--- src/rtl/kclm_pkg.sv ---
// shared types, constants and the lamp command table for the keypad code lock
`default_nettype none

package kclm_pkg;

    localparam int CODE_LENGTH = 4;
    localparam int MASTER_KEYS = 4;
    localparam int BUF_DEPTH   = 8;
    localparam int BUF_IDX_W   = 3;
    localparam int CNT_W       = 3;
    localparam int CFG_IDX_W   = 1;
    localparam int CFG_DATA_W  = 32;

    localparam logic [3:0]  MAX_TRIES_RESET   = 4'd2;
    localparam logic [31:0] MASTER_CODE_RESET = 32'h3939_3939;

    localparam logic [CFG_IDX_W-1:0] CFG_MAX_TRIES   = 1'b0;
    localparam logic [CFG_IDX_W-1:0] CFG_MASTER_CODE = 1'b1;

    localparam logic [7:0] KEY_NONE = 8'h00;
    localparam logic [7:0] KEY_1    = 8'h31;
    localparam logic [7:0] KEY_2    = 8'h32;
    localparam logic [7:0] KEY_3    = 8'h33;
    localparam logic [7:0] KEY_4    = 8'h34;
    localparam logic [7:0] BYTE_TEMP = 8'h73;

    localparam logic [1:0] ROOM_THREE = 2'd3;

    typedef enum logic [3:0] {
        M_SETUP   = 4'd0,
        M_CHECK   = 4'd1,
        M_WAIT1   = 4'd2,
        M_MASTER  = 4'd3,
        M_NEWCODE = 4'd4,
        M_HALT    = 4'd5,
        M_ROOM    = 4'd6,
        M_LAMP    = 4'd7,
        M_SWITCH  = 4'd8
    } mode_t;

    typedef enum logic [3:0] {
        EV_IGNORED   = 4'd0,
        EV_TAKEN     = 4'd1,
        EV_STORED    = 4'd2,
        EV_CORRECT   = 4'd3,
        EV_WRONG     = 4'd4,
        EV_LOCKED    = 4'd5,
        EV_MASTER_OK = 4'd6,
        EV_HALTED    = 4'd7,
        EV_MENU      = 4'd8,
        EV_SENT      = 4'd9,
        EV_WAITING   = 4'd10
    } event_t;

    typedef struct packed {
        event_t          ev;
        logic            send_valid;
        logic [7:0]      send_byte;
        logic [3:0]      tries;
        logic [CNT_W-1:0] digits;
    } res_t;

    // command byte per room, lamp and on/off; zero where the lamp does not exist
    function automatic logic [7:0] lamp_cmd(input logic [1:0] room, input logic [1:0] lamp,
                                            input logic off);
        logic [7:0] on_byte;
        logic [7:0] off_byte;
        on_byte  = 8'h00;
        off_byte = 8'h00;
        unique case ({room, lamp})
            4'b01_01: begin on_byte = "1"; off_byte = "2"; end
            4'b01_10: begin on_byte = "7"; off_byte = "8"; end
            4'b10_01: begin on_byte = "3"; off_byte = "4"; end
            4'b10_10: begin on_byte = "9"; off_byte = "a"; end
            4'b11_01: begin on_byte = "5"; off_byte = "6"; end
            4'b11_10: begin on_byte = "b"; off_byte = "c"; end
            4'b11_11: begin on_byte = "d"; off_byte = "e"; end
            default:  begin on_byte = 8'h00; off_byte = 8'h00; end
        endcase
        return off ? off_byte : on_byte;
    endfunction

endpackage

`default_nettype wire

--- src/rtl/kclm_if.sv ---
// valid/ready channel interfaces for key requests and result requests
`default_nettype none

interface kclm_key_if;
    logic       valid;
    logic       ready;
    logic [7:0] key;

    modport source (output valid, output key, input ready);
    modport sink (input valid, input key, output ready);
endinterface

interface kclm_res_if;
    logic       valid;
    logic       ready;
    logic [3:0] event_res;
    logic       send_valid;
    logic [7:0] send_byte;
    logic [3:0] tries_remaining;
    logic [2:0] digits_entered;

    modport source (output valid, output event_res, output send_valid, output send_byte,
                    output tries_remaining, output digits_entered, input ready);
    modport sink (input valid, input event_res, input send_valid, input send_byte,
                  input tries_remaining, input digits_entered, output ready);
endinterface

`default_nettype wire

--- src/rtl/kclm_in_stage.sv ---
// input register for key requests
`default_nettype none

module kclm_in_stage (
    input  wire logic      clk,
    input  wire logic      rst_n,
    kclm_key_if.sink       keys,
    input  wire logic      advance,
    output logic           valid,
    output logic [7:0]     key
);

    logic       valid_reg;
    logic       valid_next;
    logic [7:0] key_reg;
    logic       take;

    assign keys.ready = !valid_reg || advance;
    assign take       = keys.valid && keys.ready;

    always_comb
    begin
        valid_next = valid_reg;
        if (take)
        begin
            valid_next = 1'b1;
        end
        else if (advance)
        begin
            valid_next = 1'b0;
        end
    end

    always_ff @(posedge clk or negedge rst_n)
    begin
        if (!rst_n)
        begin
            valid_reg <= 1'b0;
        end
        else
        begin
            valid_reg <= valid_next;
        end
    end

    always_ff @(posedge clk)
    begin
        if (take)
        begin
            key_reg <= keys.key;
        end
    end

    assign valid = valid_reg;
    assign key   = key_reg;

endmodule

`default_nettype wire

--- src/rtl/kclm_core.sv ---
// lock and menu state, configuration registers and per-key next-state logic
`default_nettype none

module kclm_core (
    input  wire logic                            clk,
    input  wire logic                            rst_n,
    input  wire logic                            cfg_we,
    input  wire logic [kclm_pkg::CFG_IDX_W-1:0]  cfg_index,
    input  wire logic [kclm_pkg::CFG_DATA_W-1:0] cfg_data,
    input  wire logic                            advance,
    input  wire logic [7:0]                      key,
    output kclm_pkg::res_t                       res
);

    kclm_pkg::mode_t mode_reg;
    kclm_pkg::mode_t mode_next;

    logic [3:0]  max_tries_reg;
    logic [31:0] master_code_reg;

    logic [kclm_pkg::CNT_W-1:0] cnt_reg;
    logic [kclm_pkg::CNT_W-1:0] cnt_next;
    logic [3:0]                 tries_reg;
    logic [3:0]                 tries_next;
    logic [1:0]                 room_reg;
    logic [1:0]                 room_next;
    logic [1:0]                 lamp_reg;
    logic [1:0]                 lamp_next;

    logic [7:0] stored_reg [kclm_pkg::BUF_DEPTH];
    logic [7:0] entry_reg  [kclm_pkg::BUF_DEPTH];
    logic [7:0] entry_new  [kclm_pkg::BUF_DEPTH];

    logic [kclm_pkg::CNT_W:0] cnt_inc;
    logic key_nz;
    logic code_done;
    logic master_done;
    logic code_match;
    logic master_match;
    logic store_we;
    logic entry_we;
    logic [7:0] cmd_byte;

    kclm_pkg::event_t ev;
    logic             send_valid;
    logic [7:0]       send_byte;

    assign key_nz      = key != kclm_pkg::KEY_NONE;
    assign cnt_inc     = {1'b0, cnt_reg} + 1'b1;
    assign code_done   = cnt_inc >= (kclm_pkg::CNT_W+1)'(kclm_pkg::CODE_LENGTH);
    assign master_done = cnt_inc >= (kclm_pkg::CNT_W+1)'(kclm_pkg::MASTER_KEYS);
    assign cmd_byte    = kclm_pkg::lamp_cmd(room_reg, lamp_reg, key == kclm_pkg::KEY_2);

    // entry buffer as it stands once this key is written
    always_comb
    begin
        for (int i = 0; i < kclm_pkg::BUF_DEPTH; i++)
        begin
            entry_new[i] = (cnt_reg == kclm_pkg::BUF_IDX_W'(i)) ? key : entry_reg[i];
        end
    end

    always_comb
    begin
        code_match = 1'b1;
        for (int i = 0; i < kclm_pkg::CODE_LENGTH; i++)
        begin
            if (entry_new[i] != stored_reg[i])
            begin
                code_match = 1'b0;
            end
        end
    end

    always_comb
    begin
        master_match = 1'b1;
        for (int i = 0; i < kclm_pkg::MASTER_KEYS; i++)
        begin
            if (entry_new[i] != master_code_reg[8*(kclm_pkg::MASTER_KEYS-1-i) +: 8])
            begin
                master_match = 1'b0;
            end
        end
    end

    // next mode
    always_comb
    begin
        mode_next = mode_reg;
        if (key_nz)
        begin
            unique case (mode_reg)
                kclm_pkg::M_SETUP, kclm_pkg::M_NEWCODE:
                begin
                    if (code_done)
                    begin
                        mode_next = kclm_pkg::M_CHECK;
                    end
                end
                kclm_pkg::M_CHECK:
                begin
                    if (code_done)
                    begin
                        if (code_match)
                        begin
                            mode_next = kclm_pkg::M_ROOM;
                        end
                        else if (tries_reg <= 4'd1)
                        begin
                            mode_next = kclm_pkg::M_WAIT1;
                        end
                    end
                end
                kclm_pkg::M_WAIT1:
                begin
                    if (key == kclm_pkg::KEY_1)
                    begin
                        mode_next = kclm_pkg::M_MASTER;
                    end
                end
                kclm_pkg::M_MASTER:
                begin
                    if (master_done)
                    begin
                        mode_next = master_match ? kclm_pkg::M_NEWCODE : kclm_pkg::M_HALT;
                    end
                end
                kclm_pkg::M_ROOM:
                begin
                    if (key == kclm_pkg::KEY_1 || key == kclm_pkg::KEY_2
                        || key == kclm_pkg::KEY_3)
                    begin
                        mode_next = kclm_pkg::M_LAMP;
                    end
                end
                kclm_pkg::M_LAMP:
                begin
                    if (key == kclm_pkg::KEY_1 || key == kclm_pkg::KEY_2
                        || (key == kclm_pkg::KEY_3 && room_reg == kclm_pkg::ROOM_THREE))
                    begin
                        mode_next = kclm_pkg::M_SWITCH;
                    end
                    else
                    begin
                        mode_next = kclm_pkg::M_ROOM;
                    end
                end
                kclm_pkg::M_SWITCH:
                begin
                    mode_next = kclm_pkg::M_ROOM;
                end
                kclm_pkg::M_HALT:
                begin
                    mode_next = kclm_pkg::M_HALT;
                end
                default:
                begin
                    mode_next = mode_reg;
                end
            endcase
        end
    end

    // event, command byte and data state
    always_comb
    begin
        ev         = kclm_pkg::EV_IGNORED;
        send_valid = 1'b0;
        send_byte  = 8'h00;
        cnt_next   = cnt_reg;
        tries_next = tries_reg;
        room_next  = room_reg;
        lamp_next  = lamp_reg;
        store_we   = 1'b0;
        entry_we   = 1'b0;
        if (key_nz)
        begin
            unique case (mode_reg)
                kclm_pkg::M_SETUP, kclm_pkg::M_NEWCODE:
                begin
                    store_we = 1'b1;
                    ev       = kclm_pkg::EV_TAKEN;
                    cnt_next = cnt_inc[kclm_pkg::CNT_W-1:0];
                    if (code_done)
                    begin
                        cnt_next = '0;
                        ev       = kclm_pkg::EV_STORED;
                        if (mode_reg == kclm_pkg::M_NEWCODE)
                        begin
                            tries_next = max_tries_reg;
                        end
                    end
                end
                kclm_pkg::M_CHECK:
                begin
                    entry_we = 1'b1;
                    ev       = kclm_pkg::EV_TAKEN;
                    cnt_next = cnt_inc[kclm_pkg::CNT_W-1:0];
                    if (code_done)
                    begin
                        cnt_next = '0;
                        if (code_match)
                        begin
                            ev = kclm_pkg::EV_CORRECT;
                        end
                        else if (tries_reg > 4'd1)
                        begin
                            tries_next = tries_reg - 4'd1;
                            ev         = kclm_pkg::EV_WRONG;
                        end
                        else
                        begin
                            tries_next = 4'd0;
                            ev         = kclm_pkg::EV_LOCKED;
                        end
                    end
                end
                kclm_pkg::M_WAIT1:
                begin
                    if (key == kclm_pkg::KEY_1)
                    begin
                        cnt_next = '0;
                        ev       = kclm_pkg::EV_TAKEN;
                    end
                    else
                    begin
                        ev = kclm_pkg::EV_WAITING;
                    end
                end
                kclm_pkg::M_MASTER:
                begin
                    entry_we = 1'b1;
                    ev       = kclm_pkg::EV_TAKEN;
                    cnt_next = cnt_inc[kclm_pkg::CNT_W-1:0];
                    if (master_done)
                    begin
                        cnt_next = '0;
                        ev = master_match ? kclm_pkg::EV_MASTER_OK : kclm_pkg::EV_HALTED;
                    end
                end
                kclm_pkg::M_ROOM:
                begin
                    ev = kclm_pkg::EV_MENU;
                    if (key == kclm_pkg::KEY_1 || key == kclm_pkg::KEY_2
                        || key == kclm_pkg::KEY_3)
                    begin
                        room_next = key[1:0];
                    end
                    else if (key == kclm_pkg::KEY_4)
                    begin
                        send_valid = 1'b1;
                        send_byte  = kclm_pkg::BYTE_TEMP;
                        ev         = kclm_pkg::EV_SENT;
                    end
                end
                kclm_pkg::M_LAMP:
                begin
                    ev = kclm_pkg::EV_MENU;
                    if (key == kclm_pkg::KEY_1 || key == kclm_pkg::KEY_2
                        || (key == kclm_pkg::KEY_3 && room_reg == kclm_pkg::ROOM_THREE))
                    begin
                        lamp_next = key[1:0];
                    end
                end
                kclm_pkg::M_SWITCH:
                begin
                    ev = kclm_pkg::EV_MENU;
                    if ((key == kclm_pkg::KEY_1 || key == kclm_pkg::KEY_2)
                        && cmd_byte != 8'h00)
                    begin
                        send_valid = 1'b1;
                        send_byte  = cmd_byte;
                        ev         = kclm_pkg::EV_SENT;
                    end
                end
                kclm_pkg::M_HALT:
                begin
                    ev = kclm_pkg::EV_HALTED;
                end
                default:
                begin
                    ev = kclm_pkg::EV_HALTED;
                end
            endcase
        end
    end

    always_ff @(posedge clk or negedge rst_n)
    begin
        if (!rst_n)
        begin
            mode_reg        <= kclm_pkg::M_SETUP;
            cnt_reg         <= '0;
            tries_reg       <= kclm_pkg::MAX_TRIES_RESET;
            room_reg        <= 2'd0;
            lamp_reg        <= 2'd0;
            max_tries_reg   <= kclm_pkg::MAX_TRIES_RESET;
            master_code_reg <= kclm_pkg::MASTER_CODE_RESET;
        end
        else
        begin
            if (advance)
            begin
                mode_reg  <= mode_next;
                cnt_reg   <= cnt_next;
                tries_reg <= tries_next;
                room_reg  <= room_next;
                lamp_reg  <= lamp_next;
            end
            if (cfg_we)
            begin
                unique case (cfg_index)
                    kclm_pkg::CFG_MAX_TRIES:   max_tries_reg   <= cfg_data[3:0];
                    kclm_pkg::CFG_MASTER_CODE: master_code_reg <= cfg_data[31:0];
                    default:                   max_tries_reg   <= max_tries_reg;
                endcase
            end
        end
    end

    always_ff @(posedge clk)
    begin
        if (advance && store_we)
        begin
            stored_reg[cnt_reg] <= key;
        end
        if (advance && entry_we)
        begin
            entry_reg[cnt_reg] <= key;
        end
    end

    assign res.ev         = ev;
    assign res.send_valid = send_valid;
    assign res.send_byte  = send_byte;
    assign res.tries      = tries_next;
    assign res.digits     = cnt_next;

    // once halted, only reset brings the lock back
    a_halt_sticks: assert property (@(posedge clk) disable iff (!rst_n)
        mode_reg == kclm_pkg::M_HALT |=> mode_reg == kclm_pkg::M_HALT)
        else $error("halted lock left its halt mode");

    // the code counter restarts after a code is stored or a lock decision is taken
    a_cnt_cleared: assert property (@(posedge clk) disable iff (!rst_n)
        advance && (ev == kclm_pkg::EV_CORRECT || ev == kclm_pkg::EV_WRONG
                    || ev == kclm_pkg::EV_LOCKED || ev == kclm_pkg::EV_STORED)
        |=> cnt_reg == '0)
        else $error("digit count not cleared after a complete entry");

endmodule

`default_nettype wire

--- src/rtl/kclm_out_stage.sv ---
// result register driving the result channel
`default_nettype none

module kclm_out_stage (
    input  wire logic           clk,
    input  wire logic           rst_n,
    input  wire logic           advance,
    input  wire kclm_pkg::res_t res,
    output logic                free,
    kclm_res_if.source          results
);

    logic           valid_reg;
    logic           valid_next;
    kclm_pkg::res_t res_reg;

    assign free = !valid_reg || results.ready;

    always_comb
    begin
        valid_next = valid_reg;
        if (advance)
        begin
            valid_next = 1'b1;
        end
        else if (results.ready)
        begin
            valid_next = 1'b0;
        end
    end

    always_ff @(posedge clk or negedge rst_n)
    begin
        if (!rst_n)
        begin
            valid_reg <= 1'b0;
        end
        else
        begin
            valid_reg <= valid_next;
        end
    end

    always_ff @(posedge clk)
    begin
        if (advance)
        begin
            res_reg <= res;
        end
    end

    assign results.valid           = valid_reg;
    assign results.event_res       = res_reg.ev;
    assign results.send_valid      = res_reg.send_valid;
    assign results.send_byte       = res_reg.send_byte;
    assign results.tries_remaining = res_reg.tries;
    assign results.digits_entered  = res_reg.digits;

endmodule

`default_nettype wire

--- src/rtl/keypad_code_lock_menu.sv ---
// keypad code lock with room, lamp and on/off menu: top level
// a key request is held in the input register, then its result in the result register once that is free
// throughput: one key per cycle while results are taken; the core updates the lock state as a key advances
// a result waiting on the output lets a key enter an empty input register, but then blocks the next key
// reset (rst_n, async, active low): setup entry mode, no digits, two tries, config at defaults
`default_nettype none

module keypad_code_lock_menu (
    input  wire logic                            clk,
    input  wire logic                            rst_n,
    input  wire logic                            cfg_we,
    input  wire logic [kclm_pkg::CFG_IDX_W-1:0]  cfg_index,
    input  wire logic [kclm_pkg::CFG_DATA_W-1:0] cfg_data,
    kclm_key_if.sink                             keys,
    kclm_res_if.source                           results
);

    logic           in_valid;
    logic [7:0]     in_key;
    logic           out_free;
    logic           advance;
    kclm_pkg::res_t res;

    assign advance = in_valid && out_free;

    kclm_in_stage u_in_stage (
        .clk     (clk),
        .rst_n   (rst_n),
        .keys    (keys),
        .advance (advance),
        .valid   (in_valid),
        .key     (in_key)
    );

    kclm_core u_core (
        .clk       (clk),
        .rst_n     (rst_n),
        .cfg_we    (cfg_we),
        .cfg_index (cfg_index),
        .cfg_data  (cfg_data),
        .advance   (advance),
        .key       (in_key),
        .res       (res)
    );

    kclm_out_stage u_out_stage (
        .clk     (clk),
        .rst_n   (rst_n),
        .advance (advance),
        .res     (res),
        .free    (out_free),
        .results (results)
    );

    // a held key request blocks new ones until the result side frees up
    a_in_blocked: assert property (@(posedge clk) disable iff (!rst_n)
        in_valid && !out_free |-> !keys.ready)
        else $error("key request accepted while input register is stuck");

    // a command byte travels only with the sent event
    a_send_event: assert property (@(posedge clk) disable iff (!rst_n)
        results.valid |-> (results.send_valid == (results.event_res == kclm_pkg::EV_SENT)))
        else $error("command byte flag and event disagree");

    a_send_zero: assert property (@(posedge clk) disable iff (!rst_n)
        results.valid && !results.send_valid |-> results.send_byte == 8'h00)
        else $error("command byte not zero without a send");

endmodule

`default_nettype wire
--- src/flat_wrapper.sv ---
// flat-port wrapper written by rule: the top's interface ports become plain ports
module keypad_code_lock_menu_flat 
  (clk, rst_n, cfg_we, cfg_index, cfg_data, keys_valid, keys_key, keys_ready, results_valid, results_event_res, results_send_valid, results_send_byte, results_tries_remaining, results_digits_entered, results_ready);
  kclm_key_if keys_i ();
  kclm_res_if results_i ();
  input  wire logic clk;
  input  wire logic rst_n;
  input  wire logic cfg_we;
  input  wire logic [kclm_pkg::CFG_IDX_W-1:0] cfg_index;
  input  wire logic [kclm_pkg::CFG_DATA_W-1:0] cfg_data;
  input wire logic [$bits(keys_i.valid)-1:0] keys_valid;
  input wire logic [$bits(keys_i.key)-1:0] keys_key;
  output wire logic [$bits(keys_i.ready)-1:0] keys_ready;
  output wire logic [$bits(results_i.valid)-1:0] results_valid;
  output wire logic [$bits(results_i.event_res)-1:0] results_event_res;
  output wire logic [$bits(results_i.send_valid)-1:0] results_send_valid;
  output wire logic [$bits(results_i.send_byte)-1:0] results_send_byte;
  output wire logic [$bits(results_i.tries_remaining)-1:0] results_tries_remaining;
  output wire logic [$bits(results_i.digits_entered)-1:0] results_digits_entered;
  input wire logic [$bits(results_i.ready)-1:0] results_ready;
  assign keys_i.valid = keys_valid;
  assign keys_i.key = keys_key;
  assign keys_ready = keys_i.ready;
  assign results_valid = results_i.valid;
  assign results_event_res = results_i.event_res;
  assign results_send_valid = results_i.send_valid;
  assign results_send_byte = results_i.send_byte;
  assign results_tries_remaining = results_i.tries_remaining;
  assign results_digits_entered = results_i.digits_entered;
  assign results_i.ready = results_ready;
  keypad_code_lock_menu u_core (.clk(clk), .rst_n(rst_n), .cfg_we(cfg_we), .cfg_index(cfg_index), .cfg_data(cfg_data), .keys(keys_i), .results(results_i));
endmodule
--- config.mk ---
export PLATFORM = sky130hd
export DESIGN_NAME = keypad_code_lock_menu_flat
export DESIGN_NICKNAME = d
export VERILOG_FILES = /design/src/rtl/kclm_pkg.sv /design/src/rtl/kclm_if.sv /design/src/rtl/kclm_in_stage.sv /design/src/rtl/kclm_core.sv /design/src/rtl/kclm_out_stage.sv /design/src/rtl/keypad_code_lock_menu.sv /design/src/flat_wrapper.sv
export SDC_FILE = /design/constraint.sdc
export NUM_CORES = 1
export LEC_CHECK = 0
export ABC_AREA = 1
export BUFFER_PORTS_ARGS = -buffer_cell sky130_fd_sc_hd__buf_2
export CORE_MARGIN = 1.5
export CORE_UTILIZATION = 45
export CTS_BUF_LIST = sky130_fd_sc_hd__clkbuf_8
export DETAILED_ROUTE_END_ITERATION = 6
export PLACE_DENSITY = 0.69
export SYNTH_ARGS = -nofsm -noshare
export SYNTH_HDL_FRONTEND = slang
export SYNTH_HIERARCHICAL = 1
export SYNTH_SLANG_ARGS = --single-unit
--- constraint.sdc ---
create_clock -name clk -period 4.7 [get_ports clk]
set_input_delay 1.41 -clock clk [delete_from_list [all_inputs] [get_ports clk]]
set_output_delay 1.41 -clock clk [all_outputs]
set_load 0.05 [all_outputs]
==> flow_summary_export.csv <==
group,metric,value,unit
flow_run,cap_violations,0,
layout,final_common_cell,"nand2_1",
clock_network,cts_buffer_depth,2,
sta,fin_ws,1.19,ns
clock_network,postCtsResizedCells,0,
clock_network,clock_latency,0.46,ns
drt,ant_nets,0,
layout,nets,969,
placement,placed_area,0.00804,mm^2
clock_network,cts_root_buffer,"clkbuf_8",
sta,fin_crit_sh,0.747,
sta,hold_viol_final,0,
critical_path,critPathRequiredTime,3.29,ns
die,die_w,132,um
grt,grt_usage,0.210,
die,core,0.0165,mm^2
power,ir_worst_vdd,0.273,mV
sta,finalSetupTns,0,ns
clock_network,cts_htree_levels,4,
drt,wl_per_cell,15.2,um
drt,drtIter0Drc,478,
critical_path,cp_data_arrival_time,2.10,ns
clock_network,cts_tree,"built",
synth,synth-seq-cells,145,
critical_path,path_max_fanout,3,
power,report.power.total,3.60,mW
drt,via_per_inst,5.14,
clock_network,cts_hold_buf,0,
die,start_util,0.456,
drt,met2_length,7.72,mm
clock_network,clock_sinks,145,
placement,gp_congestion,0.888,
grt,grt_pass1_wl,27.9,mm
synth,post_synth_main_area_contributors,"edfxtp_1, nand2_1, dfrtp_1",
grt,antenna_found_initial,0,
drt,met3_wirelength,1.03,mm
critical_path,critPathCaptureType,"output pin",
hold_path,hp-class,"reg -> reg",
layout,nFillCells,1472,
power,p_per_area,425,mW/mm^2
sta,worst_pin_slew,0.797,ns
sta,skew,0.0106,ns
run_status,run_status,"finished, final reports clean",
drt,drc,0,
synth,synthCells,842,
sta,slew_headroom,0.465,
sta,timing.fmax,285,MHz
synth,synth_nets,895,
drt,wl_met1,8.28,mm
die,die_h,132,um
critical_path,crit_path_start_kind,"primary input",
synth,yosysUniqueCellTypes,39,
layout,design_area,0.00848,mm^2
grt,grt_max_degree,41,
drt,first_pass_iters,5,
critical_path,critPathKind,"in -> out",
synth,synth_area,0.00751,mm^2
placement,io_buffers,67,
layout,antenna-diode-count,0,
die,ios,68,
placement,place_hpwl,12.7,mm
drt,route.vias.total,5908,
synth,seq_area_frac_synth,0.548,
die,dieArea,0.0175,mm^2
layout,final_cell_mix,"nand2_1, inv_1, edfxtp_1",
synth,yosysWarnings,6,
clock_network,cts_setup_buffers,0,
layout,area_growth,13.0,%
drt,routed.top_layer,"met4",
power,power_leakage,3.79,nW
grt,gr-total-overflow,0,
sta,rsz0062_at_grt,"false",
synth,synth_top_area_frac,0.368,
drt,routed_wl,17.5,mm
die,rows,47,
grt,grt_pass1_vias,5377,
clock_network,numCtsBuffers,17,
synth,syn_area_per_cell,8.91,um^2
sta,setup_viol,0,
sta,finalCriticalPeriod,3.51,ns
synth,synth_area_leader_cell,"edfxtp_1",
placement,post-place-ws,1.19,ns
clock_network,cts.clk_slew.worst_paths,0.08,ns
layout,drive_gt1_frac,0.183,
sta,slew_violations,0,
cell usage after synthesis:
master / n
a22o_1: 1
a31oi_1: 5
buf_12: 1
a21oi_1: 19
buf_2: 4
nand2_4: 3
clkbuf_1: 5
nor3_1: 8
dfstp_2: 18
nand2_2: 10
inv_1: 109
edfxtp_1: 92
xor2_1: 11
ha_1: 7
nor3_2: 1
nand3_1: 70
inv_4: 1
mux2_2: 24
xnor2_1: 7
nand2_1: 255
dfrtp_1: 35
o21ai_2: 2
nor2_1: 64
inv_2: 1
a211oi_1: 2
a21boi_0: 2
conb_1: 1
nor4_2: 1
nand4_1: 2
o31ai_2: 1
o22ai_1: 3
buf_6: 2
or2_2: 2
nor4_1: 5
o21ai_0: 44
buf_4: 5
o211ai_1: 3
nand3b_1: 14
nor2_2: 2
cell type report:
| type | instances | area, um^2 | area share |
|---|---|---|---|
| clock buffer | 17 | 234 | 0.0276 |
| clock inverter | 15 | 209 | 0.0246 |
| multi-input combinational | 569 | 2860 | 0.337 |
| sequential | 145 | 4110 | 0.485 |
| tap | 220 | 275 | 0.0325 |
| timing repair buffer | 72 | 373 | 0.0440 |
| inverter | 111 | 419 | 0.0494 |
worst paths after layout:
path | startpoint | to | slack (ns) | cells past startpoint
setup reg to reg | u_core/u_core/cnt_reg[2] | u_core/u_out_stage/results.tries_remaining[3] | 1.51 | 19
max in group asynchronous | rst_n | u_core/u_core/master_code_reg[12] | 2.83 | 2
setup / recovery | results_ready | keys_ready | 1.19 | 8
hold reg to reg | u_core/u_core/max_tries_reg[2] | u_core/u_core/max_tries_reg[2] | 0.50 | 2
min in group asynchronous | rst_n | u_core/u_core/lamp_reg[0] | 1.04 | 1
hold / removal | u_core/u_core/max_tries_reg[2] | u_core/u_core/max_tries_reg[2] | 0.50 | 2
kinds of logic after synthesis:
logic type,Yosys count,synth area share
flops,145,0.548
fa+ha+maj,7,0.0117
compound gates,82,0.0608
other cells,1,0.000500
buf+inv,128,0.0717
xor+xnor,18,0.0210
mux,24,0.0360
simple gates,437,0.251
critical path: stages:
cell and delay, ns:
buf_2 0.08, inv_1 0.04, nand2_2 0.06, nand2_1 0.05, inv_1 0.08, inv_1 0.06, nand2_1 0.07, buf_2 0.26
metrics by stage:
| stage | utilization | std cells | hold WS [ns] |
|---|---|---|---|
| floorplan | - | 842 | 0.448 |
| global placement | 0.488 | 1117 | 0.467 |
| CTS | 0.515 | 1149 | 0.496 |
| global route | 0.515 | 1149 | 0.515 |
| detailed placement | 0.488 | 1117 | 0.481 |
| finish | 0.515 | 1149 | 0.497 |
metal layers:
metal | GRT usage | vias up
met5 | 0 | -
met4 | 0.0833 | 0
met3 | 0.0519 | 37
met2 | 0.313 | 209
met1 | 0.295 | 2753
li1 | - | 2909
where the power goes:
part	internal, mW	total [mW]	leakage (nW)	switching, mW
logic	0.306	0.980	2.13	0.675
registers	1.47	1.54	1.46	0.0749
clock network	0.583	1.08	0.201	0.497
(Power assumes the default switching activity.)
